===== config.mk =====
export PLATFORM = sky130hd
export DESIGN_NAME = websocket_frame_deframer_unit
export DESIGN_NICKNAME = d
export VERILOG_FILES = /design/src/design/wsdf_pkg.sv /design/src/design/websocket_frame_deframer_unit.sv
export SDC_FILE = /design/constraint.sdc
export NUM_CORES = 1
export LEC_CHECK = 0
export ABC_AREA = 1
export BUFFER_PORTS_ARGS = -buffer_cell sky130_fd_sc_hd__buf_2
export CAP_MARGIN = 10
export CORE_ASPECT_RATIO = 1.75
export CORE_MARGIN = 2
export CORE_UTILIZATION = 64
export DETAILED_ROUTE_END_ITERATION = 8
export PLACE_DENSITY_LB_ADDON = 0.25
export SETUP_SLACK_MARGIN = 0.15
export SLEW_MARGIN = 5
export SYNTH_ARGS = -nofsm -noshare
export SYNTH_HDL_FRONTEND = slang
export SYNTH_SLANG_ARGS = --single-unit
export TNS_END_PERCENT = 5

===== constraint.sdc =====
create_clock -name clk -period 8.94 [get_ports clk]
set_clock_uncertainty 0.05 [all_clocks]
set_input_delay 1.788 -clock clk [delete_from_list [all_inputs] [get_ports clk]]
set_output_delay 1.788 -clock clk [all_outputs]
set_load 0.005 [all_outputs]

===== src/design/wsdf_pkg.sv =====
// ----------------------------------------------------------------------------
// wsdf_pkg
// Shared types and constants for the WebSocket receive deframer.
// ----------------------------------------------------------------------------
package wsdf_pkg;

  // Width of the payload length counter; extended lengths wrap to this width.
  localparam int unsigned LEN_BITS = 64;

  typedef logic [LEN_BITS-1:0] len_t;

  typedef enum logic [1:0] {
    PH_HEADER  = 2'd0,
    PH_EXTLEN  = 2'd1,
    PH_PAYLOAD = 2'd2
  } phase_t;

  // Reply requests
  localparam logic [1:0] RPL_NONE  = 2'd0;
  localparam logic [1:0] RPL_CLOSE = 2'd1;
  localparam logic [1:0] RPL_PONG  = 2'd2;

  // Error codes
  localparam logic [1:0] ERR_NONE        = 2'd0;
  localparam logic [1:0] ERR_MASKED      = 2'd1;
  localparam logic [1:0] ERR_AFTER_CLOSE = 2'd2;

  // Opcodes
  localparam logic [3:0] OPC_CLOSE = 4'h8;
  localparam logic [3:0] OPC_PING  = 4'h9;
  localparam logic [3:0] OPC_PONG  = 4'hA;

  // 7-bit length codes that select an extended length
  localparam logic [6:0] LEN_CODE_EXT16 = 7'd126;
  localparam logic [6:0] LEN_CODE_EXT64 = 7'd127;

  // Header byte index of the last extended length byte
  localparam logic [3:0] HDR_LAST_EXT16 = 4'd3;
  localparam logic [3:0] HDR_LAST_EXT64 = 4'd9;
  localparam logic [3:0] HDR_FIRST_EXT  = 4'd2;

endpackage


===== src/design/websocket_frame_deframer_unit.sv =====
// ----------------------------------------------------------------------------
// websocket_frame_deframer_unit
// Client-side WebSocket receive frame parser, one stream word per cycle.
// ----------------------------------------------------------------------------
// Takes one received byte (in_cmd = 0) or one local close request
// (in_cmd = 1) per word and returns exactly one result word for each.
// The two-byte header is parsed, followed by a 16-bit or 64-bit big-endian
// extended length when the 7-bit length code is 126 or 127; lengths wrap to
// the package LEN_BITS width. Data payload bytes come out with
// out_payload_valid set and tagged with the opcode of the message's first
// fragment; the byte completing a final data frame raises out_message_last.
// Control payloads are dropped. A server close asks once for a close reply,
// a ping asks for a pong, a masked frame reports error 1; a server close,
// a masked frame and a local close all close the connection, after which
// every word answers error 2 with out_should_close held high and changes
// nothing. Rate: one word per cycle unless out_stall holds a result. All
// parsing for a word is a single pass of logic from the input ports into
// the result register; the widest path is the LEN_BITS decrement of the
// payload counter and its zero test. The result register accepts a new
// word in the same cycle it is being taken, so in_stall is only raised
// while a result is held by out_stall.
// ----------------------------------------------------------------------------
module websocket_frame_deframer_unit (
  input  logic       clk,
  input  logic       rst_n,
  // input channel
  input  logic       in_valid,
  output logic       in_stall,
  input  logic       in_cmd,
  input  logic [7:0] in_data_byte,
  // result channel
  output logic       out_valid,
  input  logic       out_stall,
  output logic       out_payload_valid,
  output logic [7:0] out_payload_byte,
  output logic [3:0] out_message_opcode,
  output logic       out_frame_done,
  output logic       out_message_last,
  output logic [1:0] out_reply_request,
  output logic       out_unknown_control,
  output logic       out_should_close,
  output logic [1:0] out_error_code
);

  localparam int unsigned LB = wsdf_pkg::LEN_BITS;

  // parser state
  wsdf_pkg::phase_t phase_r, phase_nxt;
  logic [3:0]     hdr_cnt_r, hdr_cnt_nxt;
  logic [6:0]     len_code_r, len_code_nxt;
  logic           fin_r, fin_nxt;
  logic [3:0]     opcode_r, opcode_nxt;
  wsdf_pkg::len_t remain_r, remain_nxt;
  logic [3:0]     msg_opc_r, msg_opc_nxt;
  logic           in_msg_r, in_msg_nxt;
  logic           close_sent_r, close_sent_nxt;
  logic           closing_r, closing_nxt;

  // result register
  logic       out_valid_r, out_valid_nxt;
  logic       pv_nxt, pv_r;
  logic [7:0] pbyte_nxt, pbyte_r;
  logic [3:0] mopc_nxt, mopc_r;
  logic       fdone_nxt, fdone_r;
  logic       mlast_nxt, mlast_r;
  logic [1:0] reply_nxt, reply_r;
  logic       unk_nxt, unk_r;
  logic       sclose_nxt, sclose_r;
  logic [1:0] err_nxt, err_r;

  logic           in_fire;
  logic           frame_end;
  wsdf_pkg::len_t remain_dec;
  wsdf_pkg::len_t ext_len;
  logic [3:0]     hdr_last;

  // result slot frees up when empty or being taken this cycle
  assign in_stall = out_valid_r & out_stall;
  assign in_fire  = in_valid & ~in_stall;

  assign remain_dec = remain_r - wsdf_pkg::len_t'(1);
  assign ext_len    = {remain_r[LB-9:0], in_data_byte};
  assign hdr_last   = (len_code_r == wsdf_pkg::LEN_CODE_EXT16) ?
                      wsdf_pkg::HDR_LAST_EXT16 : wsdf_pkg::HDR_LAST_EXT64;

  always_comb begin
    phase_nxt      = phase_r;
    hdr_cnt_nxt    = hdr_cnt_r;
    len_code_nxt   = len_code_r;
    fin_nxt        = fin_r;
    opcode_nxt     = opcode_r;
    remain_nxt     = remain_r;
    msg_opc_nxt    = msg_opc_r;
    in_msg_nxt     = in_msg_r;
    close_sent_nxt = close_sent_r;
    closing_nxt    = closing_r;

    pv_nxt     = 1'b0;
    pbyte_nxt  = 8'd0;
    mopc_nxt   = 4'd0;
    fdone_nxt  = 1'b0;
    mlast_nxt  = 1'b0;
    reply_nxt  = wsdf_pkg::RPL_NONE;
    unk_nxt    = 1'b0;
    err_nxt    = wsdf_pkg::ERR_NONE;
    frame_end  = 1'b0;

    if (closing_r) begin
      err_nxt = wsdf_pkg::ERR_AFTER_CLOSE;
    end else if (in_cmd) begin
      // local close request
      reply_nxt      = wsdf_pkg::RPL_CLOSE;
      close_sent_nxt = 1'b1;
      closing_nxt    = 1'b1;
    end else begin
      unique case (phase_r)
        wsdf_pkg::PH_PAYLOAD: begin
          if (!opcode_r[3]) begin
            pv_nxt    = 1'b1;
            pbyte_nxt = in_data_byte;
            mopc_nxt  = msg_opc_r;
          end
          remain_nxt = remain_dec;
          if (remain_dec == '0) frame_end = 1'b1;
        end
        wsdf_pkg::PH_EXTLEN: begin
          remain_nxt = ext_len;
          if (hdr_cnt_r >= hdr_last) begin
            if (ext_len == '0) frame_end = 1'b1;
            else phase_nxt = wsdf_pkg::PH_PAYLOAD;
          end else begin
            hdr_cnt_nxt = hdr_cnt_r + 4'd1;
          end
        end
        default: begin
          // header phase (unused code falls here too)
          phase_nxt = wsdf_pkg::PH_HEADER;
          if (hdr_cnt_r == 4'd0) begin
            fin_nxt    = in_data_byte[7];
            opcode_nxt = in_data_byte[3:0];
            if (!in_data_byte[3] && !in_msg_r) begin
              msg_opc_nxt = in_data_byte[3:0];
              in_msg_nxt  = 1'b1;
            end
            hdr_cnt_nxt = 4'd1;
          end else if (in_data_byte[7]) begin
            // masked frame from server
            err_nxt     = wsdf_pkg::ERR_MASKED;
            closing_nxt = 1'b1;
          end else begin
            len_code_nxt = in_data_byte[6:0];
            if (in_data_byte[6:0] < wsdf_pkg::LEN_CODE_EXT16) begin
              remain_nxt = wsdf_pkg::len_t'(in_data_byte[6:0]);
              if (in_data_byte[6:0] == 7'd0) frame_end = 1'b1;
              else phase_nxt = wsdf_pkg::PH_PAYLOAD;
            end else begin
              remain_nxt  = '0;
              phase_nxt   = wsdf_pkg::PH_EXTLEN;
              hdr_cnt_nxt = wsdf_pkg::HDR_FIRST_EXT;
            end
          end
        end
      endcase

      // frame completion actions
      if (frame_end) begin
        fdone_nxt = 1'b1;
        if (opcode_r[3]) begin
          if (fin_r) begin
            if (opcode_r == wsdf_pkg::OPC_CLOSE) begin
              if (!close_sent_r) begin
                reply_nxt      = wsdf_pkg::RPL_CLOSE;
                close_sent_nxt = 1'b1;
                closing_nxt    = 1'b1;
              end
            end else if (opcode_r == wsdf_pkg::OPC_PING) begin
              reply_nxt = wsdf_pkg::RPL_PONG;
            end else if (opcode_r != wsdf_pkg::OPC_PONG) begin
              unk_nxt = 1'b1;
            end
          end
        end else if (fin_r) begin
          mlast_nxt  = 1'b1;
          mopc_nxt   = msg_opc_r;
          in_msg_nxt = 1'b0;
        end
        phase_nxt   = wsdf_pkg::PH_HEADER;
        hdr_cnt_nxt = 4'd0;
      end
    end

    sclose_nxt = closing_nxt;

    if (in_fire) out_valid_nxt = 1'b1;
    else if (!out_stall) out_valid_nxt = 1'b0;
    else out_valid_nxt = out_valid_r;
  end

  // control and parser state
  always_ff @(posedge clk) begin
    if (!rst_n) begin
      phase_r      <= wsdf_pkg::PH_HEADER;
      hdr_cnt_r    <= 4'd0;
      len_code_r   <= 7'd0;
      fin_r        <= 1'b0;
      opcode_r     <= 4'd0;
      remain_r     <= '0;
      msg_opc_r    <= 4'd0;
      in_msg_r     <= 1'b0;
      close_sent_r <= 1'b0;
      closing_r    <= 1'b0;
      out_valid_r  <= 1'b0;
    end else begin
      out_valid_r <= out_valid_nxt;
      if (in_fire) begin
        phase_r      <= phase_nxt;
        hdr_cnt_r    <= hdr_cnt_nxt;
        len_code_r   <= len_code_nxt;
        fin_r        <= fin_nxt;
        opcode_r     <= opcode_nxt;
        remain_r     <= remain_nxt;
        msg_opc_r    <= msg_opc_nxt;
        in_msg_r     <= in_msg_nxt;
        close_sent_r <= close_sent_nxt;
        closing_r    <= closing_nxt;
      end
    end
  end

  // result payload
  always_ff @(posedge clk) begin
    if (in_fire) begin
      pv_r     <= pv_nxt;
      pbyte_r  <= pbyte_nxt;
      mopc_r   <= mopc_nxt;
      fdone_r  <= fdone_nxt;
      mlast_r  <= mlast_nxt;
      reply_r  <= reply_nxt;
      unk_r    <= unk_nxt;
      sclose_r <= sclose_nxt;
      err_r    <= err_nxt;
    end
  end

  assign out_valid           = out_valid_r;
  assign out_payload_valid   = pv_r;
  assign out_payload_byte    = pbyte_r;
  assign out_message_opcode  = mopc_r;
  assign out_frame_done      = fdone_r;
  assign out_message_last    = mlast_r;
  assign out_reply_request   = reply_r;
  assign out_unknown_control = unk_r;
  assign out_should_close    = sclose_r;
  assign out_error_code      = err_r;

endmodule

## Word level (Yosys, flattened, before mapping)

Cells that the tools add are included.

- Add/sub/neg operators: 2
- Multipliers: 0
- Divide/modulo/power cells: 0
- $lt $le $gt $ge: 2
- Eq/ne operators: 15
- Shifts and indexed selects: 0
- Multiplexer cells: 69
- Bitwise gates (word level): 12
- Reduce and logical (&&, ||, !) cells: 27

Operator list:

| kind | count |
|---|---|
| 64-bit zero test | 2 |
| 64-bit two-way mux | 2 |
| 64-bit case mux with 2 select lines | 1 |
| 64-bit by 1-bit subtractor with 64-bit output, second input constant | 1 |
| 4-bit two-way mux | 11 |
| 1-bit two-way mux | 42 |
| 6-bit AND reduction | 4 |
| 2-bit two-way mux | 9 |
| 1-bit inverter | 10 |
| 5-bit AND reduction | 2 |
| 5-bit OR reduction | 2 |
| 3-bit != test, second input constant | 3 |
| 4-bit == test, second input constant | 2 |
| 4-bit case mux with 2 select lines | 1 |
| 2-bit nonzero test | 4 |
| 4-bit OR reduction | 2 |
| 7-bit == test, second input constant | 1 |
| 7-bit zero test | 1 |
| 7-bit less-than comparator, second input constant | 1 |
| 7-bit two-way mux | 1 |
| 7-bit AND reduction | 1 |
| 7-bit OR reduction | 1 |
| 3-bit by 1-bit != test with 1-bit output, second input constant | 2 |
| 4-bit by 1-bit adder with 4-bit output, second input constant | 1 |
| 17 further kinds | 20 |

- Register bits: 111
- Bits in latches: 0
- Memory bits (writable): 0
- Bits in read-only memories: 0
- Input bits: 13
- Output and inout port bits: 23
- Word-level logic and storage cells: 149
- Memories kept: 0

## Logic depth before layout (Yosys ltp)

Gate-level depths: netlist of the first run.

- Depth after elaboration: 11
- Depth in mapped cells: 23

## Least setup slack after synthesis of the first run

No wires, ideal clock.

- Kind: input to register
- From: in out_stall
- To: reg msg_opc_r[0]
- Library setup time: 0.070 ns
- Arrival time: 4.200 ns
- Setup slack: 4.620 ns
- Cell stages on the path: 15
- Cells stage by stage: nand2_1 -> inv_2 -> nor2_2 -> inv_1 -> nor2_2 -> inv_1 -> nor2_1 -> inv_1 -> nor2_1 -> inv_1 -> nor2_1 -> inv_1 -> nor2_1 -> o21ai_0 -> a21oi_1

- Word-level cells in the longest chain between the ends: 4

Ends and longest elaborated chain:

| what | line | text |
|---|---|---|
| from (decl) | websocket_frame_deframer_unit.sv:33 | `input logic out_stall,` |
| 1-bit AND | websocket_frame_deframer_unit.sv:78 | `assign in_stall = out_valid_r & out_stall;` |
| via in_stall | websocket_frame_deframer_unit.sv:28 | `output logic in_stall,` |
| 1-bit inverter | websocket_frame_deframer_unit.sv:79 | `assign in_fire = in_valid & ~in_stall;` |
| 1-bit AND | websocket_frame_deframer_unit.sv:79 |  |
| via in_fire | websocket_frame_deframer_unit.sv:71 | `logic in_fire;` |
| 6-bit AND reduction (no source line) | -- |  |
| to (signal assigned) | websocket_frame_deframer_unit.sv:222 | `msg_opc_r <= msg_opc_nxt;` |
| to (decl) | websocket_frame_deframer_unit.sv:54 | `logic [3:0] msg_opc_r, msg_opc_nxt;` |

The timed path passes the listed nets, and every way through them passes these cells.
A chain may end at the register's enable or synchronous reset.

## Final worst setup path of the first run

- From: in out_stall
- To: reg remain_r[31]

- Word-level cells in the longest chain between the ends: 4

Ends and longest elaborated chain:

| what | line | text |
|---|---|---|
| 1-bit AND | websocket_frame_deframer_unit.sv:78 |  |
| 1-bit inverter | websocket_frame_deframer_unit.sv:79 |  |
| 1-bit AND | websocket_frame_deframer_unit.sv:79 |  |
| via in_fire | websocket_frame_deframer_unit.sv:71 |  |
| 5-bit AND reduction (no source line) | -- |  |
| to (signal assigned) | websocket_frame_deframer_unit.sv:221 | `remain_r <= remain_nxt;` |
| to (decl) | websocket_frame_deframer_unit.sv:53 | `wsdf_pkg::len_t remain_r, remain_nxt;` |

The timed path passes the listed nets, and every way through them passes these cells.

==> impl_metrics.toml, run 1 <==
[sta]
slew_viol_final = 0
min_period_over_period = 0.5273
slew_headroom = 0.3118
fin_crit_ps = 4714
hold_viol = 0
fin_ws_ps = 4226
finalSetupTns_ps = 0
rsz0062_at_grt = "no"
worstMarginPinSlew_ps = 1023
finalSetupViolCount = 0
max_freq_ghz = 0.2121

[critical_path]
start_kind = "input port"
required_ps = 9170
endpoint_kind = "flip-flop"
worst-path-max-fanout = 70
worstPathArrival_ps = 4940
critPathKind = "input port to flip-flop"

[placement]
post-place-ws_ps = 3953
globalplace.congestion = 1.061
io_buffers = 35
dp_hpwl_mm = 17.99

[grt]
grt_use_met3 = 0.09939
grt.overflow.total = 0
grt_max_degree = 71
grt_use_met2 = 0.7058
grt_pass1_wl_mm = 39.59
antenna_found_initial = 0
globalRouteMet1Util = 0.3757
grt_usage = 0.4017
busiest_layer = "met2"
grt_pass1_vias = 8274

[floorplan]
die_h_um = 148.0
core-area_mm2 = 0.01158
die_area_mm2 = 0.01276
start_util = 0.6544
die_w_um = 86.26
io_pins = 36
num_rows = 52

[job]
drv_cap = 0

[yosys]
syn-num-nets = 1289
yosysWarnings = 0
synth_area_mm2 = 0.007579
ys_ff_latch = 111
synthArstFlopShare = 0
ys_seq_area_frac = 0.3210
yosys_most_used_dff = "dfxtp_1"
synthCells = 1268
yosysUniqueCellTypes = 36
synth_edf_count = 21
syn_avg_cell_area_um2 = 5.977

[cts]
clock_path_buffers = 2
cts_max_level = 3
numCtsBuffers = 9
clk_pin_slew_worst_paths_ps = 80
clk_latency_ps = 360
cts_tree = "yes"
cts_resized = 0
cts.sinks = 111
postCtsSetupBuffers = 0
cts-root-buf = "clkbuf_16"
cts_hold_buf = 0

[drt]
first_pass_iters = 6
vias = 8341
vias_per_cell = 5.870
wl_per_cell_um = 17.50
ant_nets = 0
routed_wl_mm = 24.87
drt_iter0_markers = 717
drt_drc_violations_left = 0

[worst_hold_path]
hold_path.class = "flip-flop to flip-flop"

[outcome]
outcome = "complete, no violations"

[final_layout]
fill_cells = 1067
n_antenna_cell = 0
nNetsFinal = 1302
final_layout_size_suffix_gt1_frac = 0.08243
syn_to_final_growth_pct = 6.852

[power_and_ir_drop]
peakVddDrop_mv = 0.1296
leakagePower_nw = 3.842
p_per_area_mw_per_mm2 = 177.0
[synth_stat cells, types with 15 or more instances]
master | n | area [um2]
a21oi_1 | 86 | 430.4
clkbuf_1 | 32 | 120.1
dfxtp_1 | 90 | 1802
edfxtp_1 | 21 | 630.6
inv_1 | 133 | 499.2
nand2_1 | 442 | 1659
nand3_1 | 55 | 275.3
nor2_1 | 195 | 732.0
nor2_2 | 15 | 93.84
o21ai_0 | 67 | 335.3
o22ai_1 | 34 | 212.7
[registers in the layout, summed over array words and instances, names as in the netlist, 2 cells and up]
register	count
phase_r	2
out_error_code	2
remain_r	64
out_message_opcode	4
msg_opc_r	4
opcode_r	4
out_reply_request	2
out_payload_byte	8
hdr_cnt_r	4
len_code_r	7
[final timing paths]
kind / start / to / slack, ps / cells past startpoint
setup reg to reg: remain_r[0]$_SDFFE_PN0P_ / out_message_opcode[0]$_SDFFCE_PP0P_ / 5340 / 21
hold / removal: close_sent_r$_SDFFE_PN0P_ / close_sent_r$_SDFFE_PN0P_ / 410 / 2
setup / recovery: out_stall / remain_r[31]$_SDFFE_PN0P_ / 4230 / 15
hold reg to reg: close_sent_r$_SDFFE_PN0P_ / close_sent_r$_SDFFE_PN0P_ / 410 / 2
[cell usage in the layout (no fill, tap or decap)]
cell type   count
clkinv_4        1
nand4_1         9
buf_4           6
clkinv_2        2
nor3b_1         2
nand2_1       442
clkinvlp_4      2
a211oi_1        6
nand2_4         7
inv_8           2
inv_1         133
nor3_2          1
o21ai_0        67
nor2_4         10
clkbuf_16       9
nor3_1          6
ha_1            8
and2_1          1
nor2_8          2
dfxtp_1        90
inv_2           8
nand3_1        55
o22ai_1        34
nand2_2         3
nand3_2         2
xnor2_1         1
o21ai_1         4
a31oi_1         2
nor2_1        194
nor4_1          4
buf_2          35
edfxtp_1       21
clkinv_1        2
nor2_2         15
nand3_4         1
a21oi_1        86
xor2_1          7
nand3b_1        6
[through the flow]
step	instances	utilization	hold WS, ps	area, um2	power (mW)
floorplan	1268	-	380.7	7579	0.9004
CTS	1421	0.6992	417.1	8098	1.413
global route	1421	0.6992	447.4	8098	1.506
finish	1421	0.6992	414.9	8098	1.433
global placement	1405	0.6750	389.9	7818	1.018
detailed placement	1405	0.6750	405.6	7818	1.026
[worst max-delay path: stages]
cell	delay, ps
buf_2	90
nand2_1	80
inv_2	40
nor2_2	80
buf_4	300
inv_1	130
nor2_2	290
inv_1	110
nor2_1	210
inv_2	40
buf_4	360
nor2_4	650
buf_4	460
nand2_1	100
a21oi_1	150
[cell type report]
| class | count | area [um2] | area share |
|---|---|---|---|
| multi-input cells | 975 | 4458 | 0.5505 |
| flip-flops and latches | 111 | 2432 | 0.3004 |
| inverters | 143 | 538.0 | 0.06644 |
| clock buffers | 9 | 225.2 | 0.02781 |
| repair buffers | 41 | 220.2 | 0.02719 |
| well taps | 135 | 168.9 | 0.02086 |
| clock inverters | 7 | 55.05 | 0.006799 |
[logic make-up after synthesis]
family | after synthesis | synth area share
AOI/OAI and AO/OA | 199 | 0.1393
buffers and inverters | 182 | 0.09179
DFF | 111 | 0.3210
xor gates and xnor gates | 8 | 0.009246
adders and majority gates | 8 | 0.01321
and+or+nand+nor | 760 | 0.4255
[report_power, final]
group / switching (mW) / internal (mW) / leakage (nW)
clock: 0.204 / 0.193 / 0.133
combinational: 0.353 / 0.145 / 2.77
sequential: 0.0119 / 0.526 / 0.939
[metal layers]
| metal | routed length (um) | share of wire | up-vias |
|---|---|---|---|
| li1 | - | - | 4078 |
| met1 | 8411 | 0.34 | 3741 |
| met2 | 12530 | 0.50 | 360 |
| met3 | 1646 | 0.066 | 162 |
| met4 | 2280 | 0.092 | 0 |
| met5 | 0 | 0 | - |
Note: power is estimated with default switching activity, not from simulation.
==> run 2, diff against run 1 <==
Settings changed: CORE_UTILIZATION 64 to 63.
Clock period 8.94 ns to 4.6 ns, I/O delays scaled along.
==> run 2 against run 1 <==
Against the previous run:
- global-route usage is 0.71 points higher
- non-clock buffer count stayed put
- wire length is 4.0% higher
- highest routed layer unchanged
- the flow now finishes with violations (DRC)
==> impl_metrics.toml, run 2 (same netlist as run 1, synthesis figures left out) <==
[outcome]
outcome = "finished with violations"
violations = "DRC"

[critical_path]
critPathKind = "flip-flop to flip-flop"
ff2ff_path_depth = 20
cpMaxStageDelayCell = "dfxtp_1"
r2r-start = "remain_r[32]$_SDFFE_PN0P_"
worst-path-buf-inv = 2
worstPathArrival_ps = 3640
worst_r2r_endpoint = "out_message_opcode[1]$_SDFFCE_PP0P_"
cp_cell_sequence = "nor2_1 -> nand2_1 -> nor2_1 -> nand2_1 -> nor2_1 -> nand2_1 -> nand2_1 -> nand2_1 -> nand2_1 -> nor2_1 -> nand2_1 -> nor2_1 -> nand3_1 -> nand2_1 -> nand2_1 -> clkinv_2 -> nand2_1 -> nand2_1 -> inv_2 -> nor2_1"
crit_top_cell = "nand2_1"
critPathTopFamily = "simple AND/OR/NAND/NOR gates"
start_kind = "flip-flop"
cp_slowest_stage_delay_ps = 460
crit_cells = 20
rrSetupSlack_ps = 1050
worst-path-max-fanout = 11
required_ps = 4690
endpoint_kind = "flip-flop"

[cts]
cts_resized = 0
numCtsBuffers = 9
cts.sinks = 111
cts_max_level = 3
clk_latency_ps = 370
cts_hold_buf = 0
postCtsSetupBuffers = 0
cts_tree = "yes"
clk_pin_slew_worst_paths_ps = 90
clock_path_buffers = 2
cts-root-buf = "clkbuf_16"

[sta]
fin_ws_ps = 1047
finalSetupViolCount = 0
worstMarginPinSlew_ps = 884.3
finalSetupTns_ps = 0
min_period_over_period = 0.7724
slew_headroom = 0.4051
fin_crit_ps = 3553
max_freq_ghz = 0.2814
rsz0062_at_grt = "no"
slew_viol_final = 0
hold_viol = 0

[drt]
ant_nets = 0
drt_iter0_markers = 688
drt_drc_violations_left = 2
vias = 8368
vias_per_cell = 5.881
routed_wl_mm = 25.86
wl_per_cell_um = 18.17
first_pass_iters = 8

[placement]
post-place-ws_ps = 1207
dp.cells = 1407
io_buffers = 35
globalplace.congestion = 1.009
dp_hpwl_mm = 19.56

[final_layout]
nNetsFinal = 1302
largest_register = "remain_r"
n_antenna_cell = 0
syn_to_final_growth_pct = 7.413
fill_cells = 1141
final_common_cell = "nand2_1"
final_cell_mix = "442 x nand2_1, 194 x nor2_1, 133 x inv_1, 90 x dfxtp_1, 86 x a21oi_1"
layout.cells.non_filler = 1423
largest_reg_flops = 64
final_layout_size_suffix_gt1_frac = 0.08320

[floorplan]
num_rows = 53
die_w_um = 86.91
die_h_um = 149.1
core-area_mm2 = 0.01187
start_util = 0.6385
io_pins = 36
die_area_mm2 = 0.01296

[worst_hold_path]
min_to = "close_sent_r$_SDFFE_PN0P_"
hold_path.class = "flip-flop to flip-flop"
hold_depth = 2
min_from = "close_sent_r$_SDFFE_PN0P_"

[grt]
grt_pass1_wl_mm = 40.45
antenna_found_initial = 0
grt_max_degree = 70
grt.overflow.total = 0
grt_usage = 0.4088
grt_pass1_vias = 7945

[power_and_ir_drop]
leakagePower_nw = 3.865
p_per_area_mw_per_mm2 = 350.4
peakVddDrop_mv = 0.2794

[job]
drv_cap = 0
[run 2: cell types whose count changed in the layout (fill, tap and decap cells not counted), sizes merged]
cell / previous run / this run
clkinvlp: 2 / 0
inv: 143 / 145
[run 2: final cells by class]
cell class              count  area (um2)  area share
repair buffers             41       232.7     0.02859
clock inverters             7       82.58     0.01014
clock buffers               9       225.2     0.02767
inverters                 143       538.0     0.06609
well taps                 137       171.4     0.02106
flip-flops and latches    111        2432      0.2988
multi-input cells         975        4458      0.5476
[run 2: worst reg2reg max path: stages (launching register included)]
cell and delay [ps]:
dfxtp_1 460, nor2_1 180, nand2_1 100, nor2_1 390, nand2_1 260, nor2_1 200, nand2_1 60, nand2_1 70
nand2_1 60, nand2_1 90, nor2_1 50, nand2_1 100, nor2_1 60, nand3_1 120, nand2_1 70, nand2_1 340
clkinv_2 200, nand2_1 200, nand2_1 90, inv_2 120, nor2_1 60
[run 2: worst max path at each step]
stage	start	to	slack, ps
floorplan	out_stall	msg_opc_r[0]$_SDFFE_PN0P_	1150
global placement	remain_r[0]$_SDFFE_PN0P_	out_message_opcode[1]$_SDFFCE_PP0P_	1220
detailed placement	out_stall	msg_opc_r[1]$_SDFFE_PN0P_	1210
CTS	remain_r[0]$_SDFFE_PN0P_	out_message_opcode[1]$_SDFFCE_PP0P_	1190
global route	remain_r[32]$_SDFFE_PN0P_	out_message_opcode[1]$_SDFFCE_PP0P_	820
finish	remain_r[32]$_SDFFE_PN0P_	out_message_opcode[1]$_SDFFCE_PP0P_	1050
[run 2: metrics by stage]
stage          utilization  power, mW  cell area [um2]  hold WS (ps)
2_1_floorplan            -      1.750             7579         380.7
3_3_place_gp        0.6599      2.001             7833         393.7
3_5_place_dp        0.6599      2.011             7833         415.1
4_1_cts             0.6858      2.833             8140         428.2
5_1_grt             0.6858      2.974             8140         447.7
6_report            0.6858      2.852             8140         430.2
[run 2: power by group]
part | internal (mW) | switching, mW
combinational | 0.283 | 0.687
clock | 0.393 | 0.442
sequential | 1.02 | 0.0239
[run 2: metal layers]
metal | part of all wire | global-route usage
met5 | 0 | 0
met4 | 0.10 | 0.3484
met3 | 0.048 | 0.06143
met2 | 0.51 | 0.7263
met1 | 0.34 | 0.3990
